`src/hdl/vap_pkg.sv`:
```
// ----------------------------------------------------------------------------
// Vertex attribute packer package
// Beat types and shared constants for the vertex packing pipeline.
// ----------------------------------------------------------------------------
`default_nettype none
package vap_pkg;
	localparam int CompW = 24;
	localparam int LenW  = 26;
	localparam int NumW  = 35;
	localparam int DivSteps = 9;

	typedef struct packed {
		logic signed [CompW-1:0] pos_x;
		logic signed [CompW-1:0] pos_y;
		logic signed [CompW-1:0] pos_z;
		logic signed [CompW-1:0] nor_x;
		logic signed [CompW-1:0] nor_y;
		logic signed [CompW-1:0] nor_z;
		logic signed [CompW-1:0] tan_x;
		logic signed [CompW-1:0] tan_y;
		logic signed [CompW-1:0] tan_z;
		logic signed [CompW-1:0] tex_u;
		logic signed [CompW-1:0] tex_v;
	} vap_in_t;

	typedef struct packed {
		logic [31:0] word_pos_xy;
		logic [31:0] word_pos_z;
		logic [31:0] word_nor_tan;
		logic [31:0] word_tex;
	} vap_out_t;

	// Per-vector divide job: magnitudes of numerators, signs, divisor
	typedef struct packed {
		logic            zero;
		logic            neg_a;
		logic            neg_b;
		logic [NumW-1:0] rem_a;
		logic [NumW-1:0] rem_b;
		logic [LenW-1:0] len;
		logic [DivSteps-1:0] q_a;
		logic [DivSteps-1:0] q_b;
	} vap_div_t;

	// Quantize a signed component: floor(v / 2^sh) + 32768, clamped to 16 bits
	function automatic logic [15:0] quant16(input logic signed [CompW-1:0] v,
		input logic [4:0] sh);
		logic signed [CompW-1:0] f;
		logic signed [CompW:0] s;
		begin
			f = v >>> sh;
			s = {f[CompW-1], f} + (CompW+1)'(32768);
			if (s < 0)
				quant16 = 16'h0000;
			else if (s > (CompW+1)'(65535))
				quant16 = 16'hFFFF;
			else
				quant16 = s[15:0];
		end
	endfunction

	// Byte from signed quotient: q + 128 clamped to 0..255
	function automatic logic [7:0] byte_code(input logic neg, input logic [DivSteps-1:0] qm,
		input logic rem_nz);
		logic signed [DivSteps+1:0] q;
		logic signed [DivSteps+1:0] s;
		begin
			q = neg ? -$signed({2'b00, qm}) - $signed({{(DivSteps+1){1'b0}}, rem_nz}) :
				$signed({2'b00, qm});
			s = q + (DivSteps+2)'(128);
			if (s < 0)
				byte_code = 8'd0;
			else if (s > (DivSteps+2)'(255))
				byte_code = 8'd255;
			else
				byte_code = s[7:0];
		end
	endfunction
endpackage
`default_nettype wire

```
`src/hdl/vap_oct_prep.sv`:
```
// ----------------------------------------------------------------------------
// Octahedral setup
// Forms L1 length and the two numerator magnitudes with their signs.
// ----------------------------------------------------------------------------
`default_nettype none
module vap_oct_prep
	import vap_pkg::*;
(
	input  wire logic signed [CompW-1:0] x,
	input  wire logic signed [CompW-1:0] y,
	input  wire logic signed [CompW-1:0] z,
	output vap_div_t                     job
);
	logic [CompW:0] ax, ay, az;
	logic [LenW-1:0] len;
	logic [LenW-1:0] ma, mb;

	// Absolute values and length
	always_comb begin
		ax  = x[CompW-1] ? (CompW+1)'(-{x[CompW-1], x}) : (CompW+1)'({1'b0, x});
		ay  = y[CompW-1] ? (CompW+1)'(-{y[CompW-1], y}) : (CompW+1)'({1'b0, y});
		az  = z[CompW-1] ? (CompW+1)'(-{z[CompW-1], z}) : (CompW+1)'({1'b0, z});
		len = LenW'(ax) + LenW'(ay) + LenW'(az);
		if (!z[CompW-1] && z != '0) begin
			ma = LenW'(ax);
			mb = LenW'(ay);
		end else begin
			ma = len - LenW'(ay);
			mb = len - LenW'(ax);
		end
		job.zero  = (len == '0);
		job.neg_a = x[CompW-1];
		job.neg_b = y[CompW-1];
		job.rem_a = {ma, 7'd0, 2'b00} >> 2;
		job.rem_b = {mb, 7'd0, 2'b00} >> 2;
		job.len   = len;
		job.q_a   = '0;
		job.q_b   = '0;
	end
endmodule
`default_nettype wire

```
`config.mk`:
```
export PLATFORM = sky130hd
export DESIGN_NAME = vap_oct_prep
export DESIGN_NICKNAME = d
export VERILOG_FILES = /design/src/hdl/vap_pkg.sv /design/src/hdl/vap_oct_prep.sv
export SDC_FILE = /design/constraint.sdc
export NUM_CORES = 1
export LEC_CHECK = 0
export BUFFER_PORTS_ARGS = -buffer_cell sky130_fd_sc_hd__buf_2
export CELL_PAD_IN_SITES_DETAIL_PLACEMENT = 1
export CELL_PAD_IN_SITES_GLOBAL_PLACEMENT = 2
export CORE_ASPECT_RATIO = 2
export CORE_UTILIZATION = 30
export DETAILED_ROUTE_END_ITERATION = 8
export GPL_TIMING_DRIVEN = 0
export PLACE_DENSITY = 0.86
export RECOVER_POWER = 25
export SLEW_MARGIN = 20
export SYNTH_ARGS = -nofsm -noshare
export SYNTH_HDL_FRONTEND = slang
export SYNTH_SLANG_ARGS = --single-unit
```
`constraint.sdc`:
```
create_clock -name vclk -period 10.23
set_input_delay 1.5345 -clock vclk [all_inputs]
set_output_delay 1.5345 -clock vclk [all_outputs]
set_load 0.005 [all_outputs]
```
## After elaboration in Yosys (flattened, before gate mapping)

Index checks and enable logic that the tools add are counted.

- Input port bits: 72
- Memories: 0
- Latch bits: 0
- Output and inout bits: 117
- Logic and storage cells: 16
- Memory bits (writable): 0
- Bits in registers: 0
- ROM bits: 0

- Order comparisons: 0
- Shifts and indexed selects: 0
- Add/subtract/negate cells: 7
- Reductions and logical operators: 4
- Eq/ne operators: 0
- Bitwise logic cells: 0
- Div/mod/pow operators: 0
- $mul: 0
- Muxes and demuxes: 5

Operators with widths:

| operator | count |
|---|---|
| $mux 25 | 3 |
| $neg 25->25 | 3 |
| $mux 26 | 2 |
| $sub 26x25->26 | 2 |
| $add 25x25->26 | 1 |
| $add 26x25->26 | 1 |
| $logic_not 26->1 | 1 |
| $reduce_bool 24->1 | 1 |
| $logic_and 1x1->1 | 1 |
| $logic_not 1->1 | 1 |

## Longest topological paths before layout

Gate-level depths: netlist of the first run.

- Depth in word-level cells: 6
- Gate-level depth with buffers: 29
- Gate-level depth less buffers: 28

## Worst setup path after synthesis of the first run

Ideal clock, no wire load.

- Kind: input -> output
- Start point: input y[3]
- End point: output job[111] in the netlist's numbering
- Arrival: 7.042 ns
- Path slack: 1.653 ns
- Path buffers: 1
- Stages: 28
- Required time: 8.696 ns
- Cell sequence: or3_1 > or2_1 > nor4_1 > and2b_1 > nand2_1 > o21ai_0 > xor2_1 > fa_1 > inv_1 > ha_1 > nand2_1 > nand2_1 > a21o_1 > a21o_1 > o2111ai_1 > a21oi_1 > or4_1 > and2_1 > ha_1 > clkbuf_1 > a21o_1 > a21o_1 > a21o_1 > a21oi_1 > inv_1 > a221o_1 > xnor2_1 > nor2_1

RTL lines:

| element | line | text |
|---|---|---|
| from (decl) | vap_oct_prep.sv:10 | `input wire logic signed [CompW-1:0] y,` |
| to (decl) | vap_oct_prep.sv:12 | `output vap_div_t job` |

==> results.py, run 1 <==
metrics = {
    "outcome": {
        "outcome": "complete, no violations",
    },
    "layout": {
        "seqCellArea_sq_um": 0,
        "clock_buffers": 0,
        "drive_above_1_share_pct": 17.6,
        "fillerInstances": 2825,
        "syn2layout_area_growth_pct": 19.3,
        "final_cell_mix": "136 x buf_2, 79 x ha_1, 73 x nand2_1",
        "final_util_pct": 36.8,
        "diodes": 0,
        "final_net_count": 1282,
        "mostFrequentLayoutCell": "buf_2",
        "seq_cells": 0,
    },
    "sta": {
        "finalSetupTns_ps": 0,
        "grt_setup_unrepaired": "false",
        "finalHoldViolCount": 0,
        "tightest_slew_ps": 947,
        "max-slew-margin-rel_pct": 36.4,
        "clock.fmax_ghz": 0.102,
        "period_share_pct": 95.8,
        "setup_viol": 0,
        "drv_slew": 0,
        "fin_crit_ps": 9800,
    },
    "global_routing": {
        "grt_pass1_wl_um": 43900,
        "grt.overflow.total": 0,
        "antenna_found_initial": 2,
        "grt_max_degree": 11,
        "grt_pass1_vias": 8104,
        "grt_usage_pct": 25.9,
    },
    "synthesis": {
        "synthCells": 911,
        "synth_top_area_share_pct": 15.2,
        "yosys.area.top_type": "ha_1",
        "synth_top_family_by_area": "compound AO/OA/AOI/OAI gates",
        "syn-cell-area_sq_um": 6510,
        "muxShareOfSynthArea_pct": 2.02,
        "synth_warnings": 0,
        "yosys.area_share.simple_pct": 20.5,
        "synthXorXnorAreaFrac_pct": 15.1,
        "synth_cell_type_count": 69,
        "synth.area.top_cells": "ha_1 15%, xor2_1 8.1%, fa_1 8.0%",
        "avgSynthCellArea_sq_um": 7.14,
        "yosys.area_share.adder_pct": 23.3,
        "synth_compound_area_share_pct": 29.2,
        "ys_seq_area_share_pct": 0,
    },
    "pwr": {
        "power_density_nw_per_um2": 328,
        "vdd_ir_drop_max_mv": 0.111,
        "p_leak_nw": 3.80,
    },
    "route": {
        "drc": 0,
        "drtAntennaViolNets": 0,
        "routedWlPerCell_um": 21.1,
        "first_pass_iters": 4,
        "wirelength_um": 29000,
        "dr.first_iter.drc_count": 217,
        "vias": 7552,
        "vias_per_cell": 5.50,
    },
    "setup_path": {
        "max_stage_delay_ps": 560,
        "path_common_cell": "a21o_1",
        "worstPathRequired_ps": 8700,
        "cp.depth": 31,
        "crit_buf_inv": 4,
        "cp_max_fo": 7,
        "critPathCapture": "job[111]",
        "crit_path_top_delay_cell": "xor2_1",
        "setup.worst_path.start": "y[3]",
        "worstPathArrival_ps": 8260,
        "critPathTopFamily": "simple AND/OR/NAND/NOR gates",
        "crit_path_start_kind": "primary input",
        "endpoint_kind": "output port",
        "worstSetupPathType": "primary input to output port",
    },
    "floorplanning": {
        "fp.dieW_um": 106,
        "die-area_sq_um": 22300,
        "design.core.area_sq_um": 21100,
        "fp-row-count": 75,
        "ios": 189,
        "start_util_pct": 30.8,
        "chipHeight_um": 210,
    },
    "placement": {
        "dpl.hpwl_um": 25800,
        "gp_congestion": 0.918,
        "io_buffers": 152,
    },
    "min_path": {
        "min_path_type": "primary input to output port",
    },
    "cts": {
        "ctsHoldBuffers": 0,
    },
    "job": {
        "maxCapViolCount": 0,
    },
}
[synthesized netlist by cell type (6+ instances only)]
cell type	number
o41ai_1	10
a21oi_1	68
nand3_1	17
o31ai_1	21
nand2b_1	9
or3_1	18
fa_1	26
o21bai_1	9
or4_1	12
o21ai_0	61
o21a_1	19
nor3_1	15
xnor2_1	49
mux2i_1	12
ha_1	79
nand2_1	73
nor4_1	6
and3_1	9
a21o_1	37
xor2_1	60
a31oi_1	9
nor2b_1	10
a211oi_1	14
nor2_1	63
buf_4	38
clkbuf_1	19
inv_1	71
[where the power goes]
part / leakage (nW) / internal (mW) / switching (mW) / total (mW)
combinational: 3.80 / 1.05 / 1.50 / 2.55
sequential: 0 / 0 / 0 / 0
clock: 0 / 0 / 0 / 0
[what timing repair did]
action	in CTS	in global routing
setup buffers	0	1
resized for setup	0	3
setup endpoints to repair	0	3
[layout make-up]
type	instances	area (sq um)	share of cell area [%]
Buffer	58	362	4.66
Inverter	71	267	3.43
Multi-Input combinational cell	821	6050	77.9
Tap cell	269	337	4.34
Timing Repair Buffer	153	748	9.64
[how the worst min path moves through the flow]
stage / endpoint / startpoint / slack (ps) / cells past startpoint
global placement: job[114] / y[23] / 3430 / 3
floorplan: job[114] / y[23] / 3150 / 1
global route: job[86] / x[0] / 3490 / 4
finish: job[86] / x[0] / 3450 / 4
detailed placement: job[114] / y[23] / 3430 / 3
CTS: job[114] / y[23] / 3440 / 3
[worst min-delay path, stage by stage]
cell and delay (ps):
buf_2 140, nor2_1 100, a21oi_1 40, clkbuf_1 100
[cell families (layout without fill, tap and decap cells)]
kind of cell               Yosys count  count (layout)
AOI/OAI and AO/OA                  287             287
and+or+nand+nor                    264             264
buffers and inverters              129             282
xor gates and xnor gates           110             110
adders and majority gates          106             106
muxes                               13              13
other                                2              41
[per-stage QoR]
| stage | hold WS [ps] | power (mW) | worst slack, ps | std cells | area, sq um |
|---|---|---|---|---|---|
| detailed placement | 3430 | 2.55 | 380 | 1371 | 7750 |
| global route | 3490 | 2.82 | 15.8 | 1372 | 7760 |
| floorplan | 3150 | 1.73 | 1650 | 950 | 6650 |
| CTS | 3440 | 2.56 | 363 | 1371 | 7750 |
| global placement | 3430 | 2.51 | 455 | 1371 | 7750 |
| finish | 3450 | 2.55 | 431 | 1372 | 7760 |
[metal layers]
layer / vias up / wire length (um) / track usage (%)
met3: 105 / 943 / 1.58
li1: 3587 / - / -
met1: 3589 / 9360 / 22.5
met4: 2 / 2890 / 20.5
met5: - / 14 / 0
met2: 269 / 15800 / 52.6
Note: power is estimated with default switching activity, not from simulation.
==> run 2, diff against run 1 <==
clock period = 10.9 ns   (was 10.23 ns; I/O delays follow)
==> run 2 against run 1 <==
Compared with the run above: total power fell by 6.2%; clock-buffer cell count stayed put; worst setup slack improved by 350 ps; final cell count about the same; die area did not move; sequential share of layout area unchanged; first-iteration DRC count decreased by 9.2%; routed wire length is 0.24% lower; non-clock buffer count shrank 1; sequential cell count unchanged.
==> results.py, run 2 (synthesis gave the netlist of run 1 again) <==
metrics = {
    "outcome": {
        "outcome": "complete, no violations",
    },
    "sta": {
        "fin_ws_ps": 781,
        "max-slew-margin-rel_pct": 35.9,
        "fin_crit_ps": 10120,
        "drv_slew": 0,
        "finalHoldViolCount": 0,
        "finalSetupTns_ps": 0,
        "period_share_pct": 92.8,
        "setup_viol": 0,
        "tightest_slew_ps": 955,
        "whs_ps": 3650,
        "grt_setup_unrepaired": "false",
        "clock.fmax_ghz": 0.0988,
    },
    "global_routing": {
        "grt_max_degree": 11,
        "grt.overflow.total": 0,
        "grt_pass1_wl_um": 43900,
        "grt_pass1_vias": 8104,
        "antenna_found_initial": 2,
        "grt_usage_pct": 25.9,
    },
    "pwr": {
        "p_leak_nw": 3.79,
        "p_total_mw": 2.39,
        "vdd_ir_drop_max_mv": 0.104,
        "power_density_nw_per_um2": 309,
    },
    "setup_path": {
        "max_stage_delay_ps": 560,
        "crit_path_top_delay_cell": "xor2_1",
        "worstPathRequired_ps": 9270,
        "setup.worst_path.start": "y[3]",
        "path_common_cell": "a21o_1",
        "crit_path_start_kind": "primary input",
        "endpoint_kind": "output port",
        "worstPathArrival_ps": 8480,
        "worstSetupPathType": "primary input to output port",
        "cp_max_fo": 7,
    },
    "floorplanning": {
        "fp.dieW_um": 106,
        "fp-row-count": 75,
        "chipHeight_um": 210,
        "ios": 189,
        "start_util_pct": 30.8,
        "design.core.area_sq_um": 21100,
        "die-area_sq_um": 22300,
    },
    "layout": {
        "mostFrequentLayoutCell": "buf_2",
        "syn2layout_area_growth_pct": 18.8,
        "final_cell_mix": "136 x buf_2, 79 x ha_1, 73 x nand2_1",
        "fillerInstances": 2827,
        "diodes": 0,
        "seq_cells": 0,
        "final_net_count": 1281,
        "instances_no_fill": 1371,
        "drive_above_1_share_pct": 17.2,
        "clock_buffers": 0,
        "seqCellArea_sq_um": 0,
    },
    "route": {
        "vias_per_cell": 5.48,
        "first_pass_iters": 4,
        "dr.first_iter.drc_count": 197,
        "drc": 0,
        "routedWlPerCell_um": 21.1,
        "wirelength_um": 28900,
        "drtAntennaViolNets": 0,
        "vias": 7519,
    },
    "cts": {
        "cts_resized": 0,
        "cts_setup_buffers": 0,
        "ctsHoldBuffers": 0,
    },
    "min_path": {
        "min_path_type": "primary input to output port",
        "worst_hold_path.endpoint": "job[86]",
        "holdPathStages": 4,
        "hold_start": "x[0]",
    },
    "job": {
        "maxCapViolCount": 0,
    },
    "placement": {
        "io_buffers": 152,
        "pre_cts_ws_ps": 849,
        "placedCellCount": 1371,
        "dpl.hpwl_um": 25800,
        "gp_congestion": 0.918,
    },
}
## run 2: cell types whose count changed in the layout (fill, tap and decap cells not counted), sizes merged
cell	delta
buf	-1
## run 2: how the worst max path moves through the flow
| stage | slack (ps) | cells past startpoint | to |
|---|---|---|---|
| after floorplan | 2120 | 28 | job[111] |
| after global placement | 920 | 28 | job[111] |
| after detailed placement | 850 | 30 | job[111] |
| after CTS | 830 | 30 | job[111] |
| after global routing | 320 | 30 | job[111] |
| final | 780 | 30 | job[111] |
## run 2: final cells by class
class | count | area, sq um | share of cell area (%)
inverters | 71 | 267 | 3.45
well taps | 269 | 337 | 4.35
repair buffers | 152 | 741 | 9.58
plain buffers | 58 | 362 | 4.68
multi-input cells | 821 | 6020 | 77.9
## run 2: worst max-delay path: cells and delay by family
family	cells	cell delay (ps)
XOR/XNOR	2	690
AND/OR/NAND/NOR	10	2320
buffers and inverters	5	570
adder cells (fa/ha/maj)	3	1120
AO/OA/AOI/OAI	10	2130
## run 2: per-layer routing
metal,global-route usage [%],part of all wire [%],vias up
li1,-,-,3588
met1,22.5,33,3559
met2,52.6,55,267
met3,1.58,3.1,103
met4,20.5,9.8,2
met5,0,0.055,-
## run 2: report_power, final
group	switching, mW	internal, mW
Clock	0	0
Sequential	0	0
Combinational	1.41	0.983
Total	1.41	0.983
## run 2: stage by stage
| stage | area [sq um] | utilization [%] |
|---|---|---|
| after floorplan | 6650 | - |
| after global placement | 7750 | 36.7 |
| after detailed placement | 7750 | 36.7 |
| after CTS | 7750 | 36.7 |
| after global routing | 7730 | 36.6 |
| final | 7730 | 36.6 |
