==> config.mk <==
export PLATFORM = sky130hd
export DESIGN_NAME = vap_div_step
export DESIGN_NICKNAME = d
export VERILOG_FILES = /design/src/hdl/vap_pkg.sv /design/src/hdl/vap_div_step.sv
export SDC_FILE = /design/constraint.sdc
export NUM_CORES = 1
export LEC_CHECK = 0
export ABC_AREA = 1
export BUFFER_PORTS_ARGS = -buffer_cell sky130_fd_sc_hd__buf_4
export CAP_MARGIN = 10
export CORE_ASPECT_RATIO = 0.8
export CORE_MARGIN = 1.5
export CORE_UTILIZATION = 40
export DETAILED_ROUTE_END_ITERATION = 12
export PLACE_DENSITY = 0.74
export SLEW_MARGIN = 15
export SYNTH_ARGS = -nofsm -noshare
export SYNTH_HDL_FRONTEND = slang
export SYNTH_SLANG_ARGS = --single-unit
==> constraint.sdc <==
create_clock -name vclk -period 4.65
set_clock_uncertainty 0.05 [all_clocks]
set_input_delay 0.6975 -clock vclk [all_inputs]
set_output_delay 0.6975 -clock vclk [all_outputs]
set_load 0.05 [all_outputs]
==> src/hdl/vap_pkg.sv <==
// ----------------------------------------------------------------------------
// Vertex attribute packer package
// Beat types and shared constants for the vertex packing pipeline.
// ----------------------------------------------------------------------------
`default_nettype none
package vap_pkg;
	localparam int CompW = 24;
	localparam int LenW  = 26;
	localparam int NumW  = 35;
	localparam int DivSteps = 9;

	typedef struct packed {
		logic signed [CompW-1:0] pos_x;
		logic signed [CompW-1:0] pos_y;
		logic signed [CompW-1:0] pos_z;
		logic signed [CompW-1:0] nor_x;
		logic signed [CompW-1:0] nor_y;
		logic signed [CompW-1:0] nor_z;
		logic signed [CompW-1:0] tan_x;
		logic signed [CompW-1:0] tan_y;
		logic signed [CompW-1:0] tan_z;
		logic signed [CompW-1:0] tex_u;
		logic signed [CompW-1:0] tex_v;
	} vap_in_t;

	typedef struct packed {
		logic [31:0] word_pos_xy;
		logic [31:0] word_pos_z;
		logic [31:0] word_nor_tan;
		logic [31:0] word_tex;
	} vap_out_t;

	// Per-vector divide job: magnitudes of numerators, signs, divisor
	typedef struct packed {
		logic            zero;
		logic            neg_a;
		logic            neg_b;
		logic [NumW-1:0] rem_a;
		logic [NumW-1:0] rem_b;
		logic [LenW-1:0] len;
		logic [DivSteps-1:0] q_a;
		logic [DivSteps-1:0] q_b;
	} vap_div_t;

	// Quantize a signed component: floor(v / 2^sh) + 32768, clamped to 16 bits
	function automatic logic [15:0] quant16(input logic signed [CompW-1:0] v,
		input logic [4:0] sh);
		logic signed [CompW-1:0] f;
		logic signed [CompW:0] s;
		begin
			f = v >>> sh;
			s = {f[CompW-1], f} + (CompW+1)'(32768);
			if (s < 0)
				quant16 = 16'h0000;
			else if (s > (CompW+1)'(65535))
				quant16 = 16'hFFFF;
			else
				quant16 = s[15:0];
		end
	endfunction

	// Byte from signed quotient: q + 128 clamped to 0..255
	function automatic logic [7:0] byte_code(input logic neg, input logic [DivSteps-1:0] qm,
		input logic rem_nz);
		logic signed [DivSteps+1:0] q;
		logic signed [DivSteps+1:0] s;
		begin
			q = neg ? -$signed({2'b00, qm}) - $signed({{(DivSteps+1){1'b0}}, rem_nz}) :
				$signed({2'b00, qm});
			s = q + (DivSteps+2)'(128);
			if (s < 0)
				byte_code = 8'd0;
			else if (s > (DivSteps+2)'(255))
				byte_code = 8'd255;
			else
				byte_code = s[7:0];
		end
	endfunction
endpackage
`default_nettype wire

==> src/hdl/vap_div_step.sv <==
// ----------------------------------------------------------------------------
// Restoring divide step
// Produces one quotient bit of each numerator per stage.
// ----------------------------------------------------------------------------
`default_nettype none
module vap_div_step
	import vap_pkg::*;
#(
	parameter int Bit = 0
) (
	input  vap_div_t ji,
	output vap_div_t jo
);
	logic [NumW-1:0] d;

	// Compare against shifted divisor and subtract
	always_comb begin
		jo = ji;
		d  = NumW'(ji.len) << Bit;
		if (ji.rem_a >= d) begin
			jo.rem_a = ji.rem_a - d;
			jo.q_a[Bit] = 1'b1;
		end
		if (ji.rem_b >= d) begin
			jo.rem_b = ji.rem_b - d;
			jo.q_b[Bit] = 1'b1;
		end
	end
endmodule
`default_nettype wire

* Word level (Yosys, flattened, before mapping)
Index checks and enable logic that the tools add are counted.
Widths: inputs -> output; s select.
** Word-level totals
- Flip-flop bits (word level) :: 0
- Bits in latches :: 0
- Bits in writable memories :: 0
- Memory bits (read-only) :: 0
- Bits of input ports :: 117
- Memories kept :: 0
** Cells by class
- $add $sub $neg :: 2
- Multipliers :: 0
- Div/mod/pow operators :: 0
- $lt $le $gt $ge :: 2
- Equality and inequality tests :: 0
- Shift-type cells :: 0
- Multiplexer cells :: 4
- Bitwise logic cells :: 0
- Reduce and logical (&&, ||, !) cells :: 0
** Operators with widths (count)
- $ge 35x26->1 :: 2
- $mux 35 :: 2
- $sub 35x26->35 :: 2
- $mux 1 :: 2

* Longest topological paths before layout
Gate-level depths: netlist (run 1).
- Word-level depth :: 2
- Depth in mapped cells :: 16
- Gate-level depth less buffers :: 16

* Worst setup path after synthesis (run 1)
No wires, ideal clock.
- Path type :: input-to-output
- Start point :: input port ji[79] (netlist bit)
- End point :: output port jo[91] (netlist bit)
- Data arrival time :: 2554 ps
- Required time :: 3903 ps
- Path slack :: 1349 ps
- Stages on the path :: 12
- Buffers on the path :: 0
- Cells stage by stage :: inv_1 -> ha_1 -> inv_1 -> fa_1 -> nand3_1 -> nand3_1 -> nand2_1 -> nand3_1 -> nand2_1 -> nand2_1 -> xnor2_1 -> o21ai_2
** RTL lines
- from (decl) :: line vap_div_step.sv:11 : input vap_div_t ji,
- to (decl) :: line vap_div_step.sv:12 : output vap_div_t jo

==> results.ini, run 1 <==
[layout]
seq_area_um2 = 0
fin_area_mm2 = 0.00729
nClkBuffers = 0
n_sequential_cell = 0
n_fill_cell = 1635
area_delta_synth_final_pct = 20.9
diodes = 0
drive_above_1_share = 0.190
num-nets-final = 1529
final_common_cell = nand2_1
final_cell_mix = nand2_1 (500), inv_1 (220), buf_4 (198)
multiInputGateArea_mm2 = 0.00471

[worst_setup_path]
crit_arrival_ps = 3260
crit_end = jo[44]
end_kind = output port
worstPathMaxFanout = 42
crit_type = primary input to output port
crit_required_ps = 3900
startpoint_type = primary input
critPathLaunch = ji[35]

[place]
gp_congestion = 0.963
dp_hpwl_um = 20200
io_buffer_count = 196
placed_area_mm2 = 0.00729

[power]
p_leak_nw = 4.38
power.density_mw_per_mm2 = 194
peakVddDrop_mv = 0.201

[floorplan]
coreArea_mm2 = 0.0145
floorplan.initialDensity = 0.416
row_count = 39
die_x_um = 140
dieArea_mm2 = 0.0158
fp.dieH_um = 113
io_pins = 234

[route]
drc = 0
num_vias = 7655
wl_um = 22600
dr.pass1.iters = 7
viasPerCell = 4.97
wl_per_cell_um = 14.7
drtIter0Drc = 744
ant_nets = 0

[cts]
hold_buffers = 0
postCtsResizedCells = 0
cts_setup_buffers = 0

[sta]
finalSetupViolations = 0
period_needed_ps = 4010
tightest_slew_ps = 845
hold_viol = 0
fmax_ghz = 0.250
grt_setup_unrepaired = false
slew_violations = 0
final.setup.tns_ps = 0
period_share = 0.862
slew-limit-headroom = 0.436

[synthesis]
yosysSeqAreaShare = 0
syn-num-nets = 1386
synth.distinct_cells = 31
syn_area_mm2 = 0.00603
ys_warn_count = 0
synth_cells = 1215
avgSynthCellArea_um2 = 4.96

[global_routing]
grt_max_degree = 43
first_global_vias = 6725
globalRouteTotalUtil = 0.276
grt_overflow = 0
grt_pass1_wl_um = 35300
antenna_found_initial = 0

[run_status]
status = complete, no violations

[flow_run]
drv_cap = 0

[worst_hold_path]
hold_class = primary input to output port

synth_stat cells:
| master | instances | area, um^2 |
|---|---|---|
| nand2_1 | 500 | 1880 |
| inv_1 | 220 | 826 |
| nor2_1 | 110 | 413 |
| nand3_1 | 63 | 315 |
| ha_1 | 52 | 651 |
| buf_4 | 46 | 345 |
| a21oi_1 | 43 | 215 |
| o21ai_2 | 33 | 289 |
| xnor2_1 | 30 | 263 |
| o21ai_0 | 17 | 85.1 |
| nand4_1 | 16 | 100 |
| nand3b_1 | 14 | 105 |
| nor3_1 | 10 | 50.1 |
| buf_6 | 9 | 101 |
| nor2_2 | 9 | 56.3 |
| nand2_2 | 7 | 43.8 |
| xor2_1 | 6 | 52.6 |
| nor4_1 | 4 | 25.0 |
| and2_1 | 3 | 18.8 |
| inv_2 | 3 | 11.3 |
| o21bai_1 | 3 | 22.5 |
| or2_1 | 3 | 18.8 |
| a21oi_2 | 2 | 17.5 |
| buf_2 | 2 | 10.0 |
| fa_1 | 2 | 40.0 |
| nand3_2 | 2 | 20.0 |
| nor2_4 | 2 | 22.5 |
| and3_1 | 1 | 6.26 |
| buf_12 | 1 | 20.0 |
| clkinv_1 | 1 | 3.75 |
| o21ai_1 | 1 | 5.00 |
worst min path at each step:
stage	start	to	slack [ps]	cells past startpoint
6_report	ji[7]	jo[7]	1350	0
5_1_grt	ji[7]	jo[7]	1350	0
4_1_cts	ji[12]	jo[12]	1350	0
3_5_place_dp	ji[12]	jo[12]	1350	0
3_3_place_gp	ji[12]	jo[12]	1350	0
2_1_floorplan	ji[10]	jo[10]	1510	1
logic make-up after synthesis:
family,after synthesis,share of synthesized area
fa+ha+maj,54,0.115
compound gates,99,0.105
simple gates,744,0.509
buf+inv,282,0.219
xor+xnor,36,0.0523
power breakdown:
group,internal [mW],switching [mW],total (mW)
Sequential,0,0,0
Combinational,0.451,0.963,1.41
Clock,0,0,0
Total,0.451,0.963,1.41
stage by stage:
step / hold slack [ps] / setup slack (ps) / instances / power, mW / utilization
2_1_floorplan: 1510 / 1350 / 1215 / 1.03 / -
3_3_place_gp: 1350 / 716 / 1540 / 1.40 / 0.503
3_5_place_dp: 1350 / 677 / 1540 / 1.40 / 0.503
4_1_cts: 1350 / 663 / 1540 / 1.41 / 0.503
5_1_grt: 1350 / 389 / 1540 / 1.51 / 0.503
6_report: 1350 / 644 / 1540 / 1.41 / 0.503
cell type report:
| type | count | share of cell area |
|---|---|---|
| well taps | 184 | 0.0316 |
| multi-input cells | 933 | 0.646 |
| inverters | 224 | 0.115 |
| repair buffers | 199 | 0.207 |
worst max-delay path: stages:
cell and delay (ps):
buf_4 110, inv_1 110, ha_1 310, nand2_2 130, inv_1 50, nand2_1 60, nand3_1 130, a21oi_1 200
nand3_1 170, nand2_1 110, nand2_2 60, inv_2 620, nand2_1 160, o21ai_2 90, buf_4 220
routing by layer:
layer	vias to the layer above	wire length (um)	global-route usage
met4	0	350	0.0365
met1	3304	11600	0.436
li1	3957	-	-
met2	370	8700	0.405
met5	-	0	0
met3	24	2000	0.0254
Power figures use the tool's default switching activity.
==> run 2: changes to the inputs <==
CELL_PAD_IN_SITES_DETAIL_PLACEMENT = 1   (was default)
CELL_PAD_IN_SITES_GLOBAL_PLACEMENT = 1   (was default)
CORE_UTILIZATION = 35   (was 40)
PLACE_DENSITY = 0.95   (was 0.74)
==> results.ini, run 2 (synthesis gave the netlist of run 1 again) <==
[worst_setup_path]
crit_arrival_ps = 3080  ; -180 ps
path_cells = buf_4 > inv_1 > ha_1 > nand2_1 > nor2_2 > nand2_1 > clkinv_1 > nand4_1 > nand3_1 > nand2_1 > nand2_2 > buf_4 > nand3_1 > nand2_1 > buf_4
crit_type = primary input to output port
crit_required_ps = 3900  ; about the same
worstPathMaxFanout = 18  ; -57%
startpoint_type = primary input
cpMostUsedCell = nand2_1
slowest_stage = ha_1
slowest_delay_ps = 400  ; -220 ps
cp_top_family = simple AND/OR/NAND/NOR gates
end_kind = output port
path_buf_inv = 5  ; unchanged
worst-path-stages = 15  ; unchanged

[floorplan]
floorplan.initialDensity = 0.361  ; -0.0552
dieArea_mm2 = 0.0180  ; +14%
fp.dieH_um = 120  ; +6.7%
io_pins = 234  ; unchanged
row_count = 42  ; +7.7%
die_x_um = 150  ; +6.8%
coreArea_mm2 = 0.0167  ; +15%

[global_routing]
antenna_found_initial = 0  ; unchanged
grt_overflow = 0  ; unchanged
globalRouteTotalUtil = 0.287  ; +0.0118
grt_pass1_wl_um = 41200  ; +17%
first_global_vias = 7859  ; +17%
grt_max_degree = 32  ; -26%

[cts]
postCtsResizedCells = 0  ; unchanged
cts_setup_buffers = 0  ; unchanged
hold_buffers = 0  ; unchanged

[sta]
slew_violations = 0  ; unchanged
tightest_slew_ps = 439  ; -407 ps
slew-limit-headroom = 0.704  ; +0.269
hold_viol = 0  ; unchanged
final.setup.tns_ps = 0  ; unchanged
fmax_ghz = 0.261  ; +4.6%
fin_hold_ws_ps = 1350  ; unchanged
finalSetupViolations = 0  ; unchanged
period_needed_ps = 3830  ; -176 ps
grt_setup_unrepaired = false
period_share = 0.824  ; -0.0379

[place]
gp_congestion = 0.983  ; +2.1%
io_buffer_count = 196  ; unchanged
dp_cells = 1578  ; +2.5%
dp_hpwl_um = 23600  ; +17%

[route]
drc = 0  ; unchanged
ant_nets = 0  ; unchanged
drtIter0Drc = 510  ; -31%
viasPerCell = 5.06  ; +1.8%
dr.pass1.iters = 5  ; -2
wl_um = 26200  ; +16%
num_vias = 7986  ; +4.3%
wl_per_cell_um = 16.6  ; +13%

[layout]
finalNonFillerCells = 1578  ; +2.5%
n_fill_cell = 2540  ; +55%
final_cell_mix = nand2_1 (500), inv_1 (220), buf_4 (199)
drive_above_1_share = 0.191  ; +0.00119
num-nets-final = 1531  ; +0.13%
n_sequential_cell = 0  ; unchanged
seq_area_um2 = 0  ; unchanged
area_delta_synth_final_pct = 22.1
nClkBuffers = 0  ; unchanged
diodes = 0  ; unchanged
final_common_cell = nand2_1

[power]
power.density_mw_per_mm2 = 196  ; +1.2%
p_leak_nw = 4.39  ; +0.31%
peakVddDrop_mv = 0.171  ; -15%
power_mw = 1.45  ; +2.2%

[worst_hold_path]
whs_endpoint = jo[116]
hold_start = ji[116]
hold_class = primary input to output port
worstHoldPathCells = 0  ; unchanged

[flow_run]
drv_cap = 0  ; unchanged

[run_status]
status = complete, no violations

[run 2: changes by cell type in the layout (fill, tap and decap cells not counted)]
| cell | delta |
|---|---|
| buf_4 | +1 |
| buf_12 | +1 |
[run 2: worst max-delay path by stage]
stage	startpoint	slack, ps	to
finish	ji[33]	820	jo[65]
global route	ji[33]	580	jo[65]
CTS	ji[33]	860	jo[68]
detailed placement	ji[33]	860	jo[68]
global placement	ji[79]	930	jo[107]
floorplan	ji[79]	1350	jo[91]
[run 2: where the power goes]
part           internal (mW)  leakage (nW)  switching (mW)
Combinational          0.452          4.39           0.993
Sequential                 0             0               0
Clock                      0             0               0
[run 2: routing by layer]
| layer | vias to the layer above | global-route usage | part of all wire |
|---|---|---|---|
| met2 | 310 | 0.467 | 0.43 |
| met5 | - | 0 | 0 |
| met3 | 16 | 0.0366 | 0.077 |
| met4 | 0 | 0.0233 | 0.0077 |
| li1 | 3957 | - | - |
| met1 | 3703 | 0.417 | 0.48 |
[run 2: cell type report]
class / instances / area, um^2 / area share
timing repair buffer: 201 / 1530 / 0.208
multi-input combinational: 933 / 4710 / 0.640
tap: 220 / 275 / 0.0374
inverter: 224 / 841 / 0.114
[run 2: metrics by stage]
step / utilization / setup slack, ps / instance area (um^2)
finish: 0.441 / 820 / 7360
global route: 0.441 / 584 / 7360
CTS: 0.441 / 858 / 7360
detailed placement: 0.441 / 857 / 7360
global placement: 0.441 / 929 / 7360
floorplan: - / 1350 / 6030
==> run 3: changes to the inputs <==
CORE_UTILIZATION = 33   (was 35)
PLACE_DENSITY = 0.92   (was 0.95)
clock period = 3.7 ns   (was 4.65 ns; I/O delays follow)
==> results.ini, run 3 (synthesis gave the netlist of run 1 again) <==
[global_routing]
globalRouteTotalUtil = 0.261  ; -0.0261
grt_overflow = 0  ; unchanged
grt_max_degree = 43  ; +34%
antenna_found_initial = 0  ; unchanged
first_global_vias = 7502  ; -4.5%
grt_pass1_wl_um = 39500  ; -4.1%

[place]
dp_hpwl_um = 23200  ; -1.5%
io_buffer_count = 196  ; unchanged
gp_congestion = 0.964  ; -2.0%

[layout]
fin_util = 0.413  ; -0.0278
final_cell_mix = nand2_1 (500), inv_1 (220), buf_4 (204)
nClkBuffers = 0  ; unchanged
final_common_cell = nand2_1
drive_above_1_share = 0.198  ; +0.00678
n_sequential_cell = 0  ; unchanged
num-nets-final = 1535  ; +0.26%
area_delta_synth_final_pct = 23.2
diodes = 0  ; unchanged
seq_area_um2 = 0  ; unchanged

[worst_hold_path]
hold_class = primary input to output port
worstHoldPathCells = 0  ; unchanged

[floorplan]
floorplan.initialDensity = 0.335  ; -0.0259
fp.dieH_um = 124  ; +2.9%
io_pins = 234  ; unchanged
coreArea_mm2 = 0.0180  ; +7.7%
die_x_um = 154  ; +2.9%
dieArea_mm2 = 0.0191  ; +5.9%
row_count = 44  ; +4.8%

[cts]
cts_setup_buffers = 0  ; unchanged

[worst_setup_path]
worstPathMaxFanout = 19  ; +1
crit_arrival_ps = 2940  ; -140 ps
end_kind = output port
crit_required_ps = 3090  ; -810 ps
startpoint_type = primary input
crit_type = primary input to output port

[run_status]
status = complete, no violations

[power]
power_mw = 1.83  ; +26%
p_leak_nw = 4.43  ; +0.93%
p_switching_mw = 1.25  ; +26%
peakVddDrop_mv = 0.230  ; +35%
swShare = 0.683  ; -0.00384
seqPwrFrac = 0  ; unchanged
power.density_mw_per_mm2 = 246  ; +25%
intPower_mw = 0.578  ; +28%
clockPowerShare = 0  ; unchanged
p_comb_frac = 1.000  ; about the same

[sta]
fmax_ghz = 0.282
finalSetupViolations = 0  ; unchanged
final.setup.tns_ps = 0  ; unchanged
hold_viol = 0  ; unchanged
period_share = 0.958
slew-limit-headroom = 0.651  ; -0.0532
slew_violations = 0  ; unchanged
tightest_slew_ps = 523  ; +84.5 ps
period_needed_ps = 3540
grt_setup_unrepaired = false

[route]
dr.pass1.iters = 5  ; unchanged
viasPerCell = 4.94  ; -2.4%
wl_per_cell_um = 16.2  ; -2.1%
drtIter0Drc = 453  ; -11%
drc = 0  ; unchanged
wl_um = 25800  ; -1.3%
ant_nets = 0  ; unchanged
num_vias = 7867  ; -1.5%

[flow_run]
drv_cap = 0  ; unchanged

run 3: path summary, 6_finish.rpt:
kind | end | startpoint
max | jo[99] | ji[31]
min | jo[7] | ji[7]
run 3: area by class of cell:
class	instances	area, um^2
fillers	2673	10600
inverters	224	843
multi-input cells	933	4750
well taps	230	288
repair buffers	205	1550
run 3: repair_timing:
item                                    4_1_cts  5_1_grt
endpoints found under the setup margin        0       30
gates resized for setup                       0        8
hold buffers                                  0        0
run 3: per-stage QoR:
stage	instance area (um^2)	hold slack, ps	setup WS [ps]	std cells
4_1_cts	7390	1060	3.73	1592
5_1_grt	7430	1060	25.7	1592
6_report	7430	1060	156	1592
2_1_floorplan	6030	1230	684	1215
3_5_place_dp	7390	1060	6.93	1592
3_3_place_gp	7390	1060	143	1592
run 3: critical path, cell delays in order:
cell,delay [ps]
buf_4,80
inv_1,80
ha_1,370
nand2_1,130
nor2_1,220
nand2_1,80
nor3_1,330
nand2_1,100
nand2_1,90
nor2_2,40
nand2_2,90
buf_4,260
nand3_1,210
nand2_1,110
buf_4,200
run 3: power by group through the flow:
stage,sequential (mW),combinational [mW],clock (mW)
after floorplan,0,1.30,0
after global placement,0,1.78,0
after detailed placement,0,1.80,0
after CTS,0,1.81,0
after global routing,0,1.95,0
final,0,1.83,0
run 3: layer usage:
layer	vias to the layer above	routed length, um	track usage
li1	3962	-	-
met1	3628	12800	0.388
met2	267	11000	0.425
met3	10	1860	0.0240
met4	0	141	0.0182
met5	-	0	0
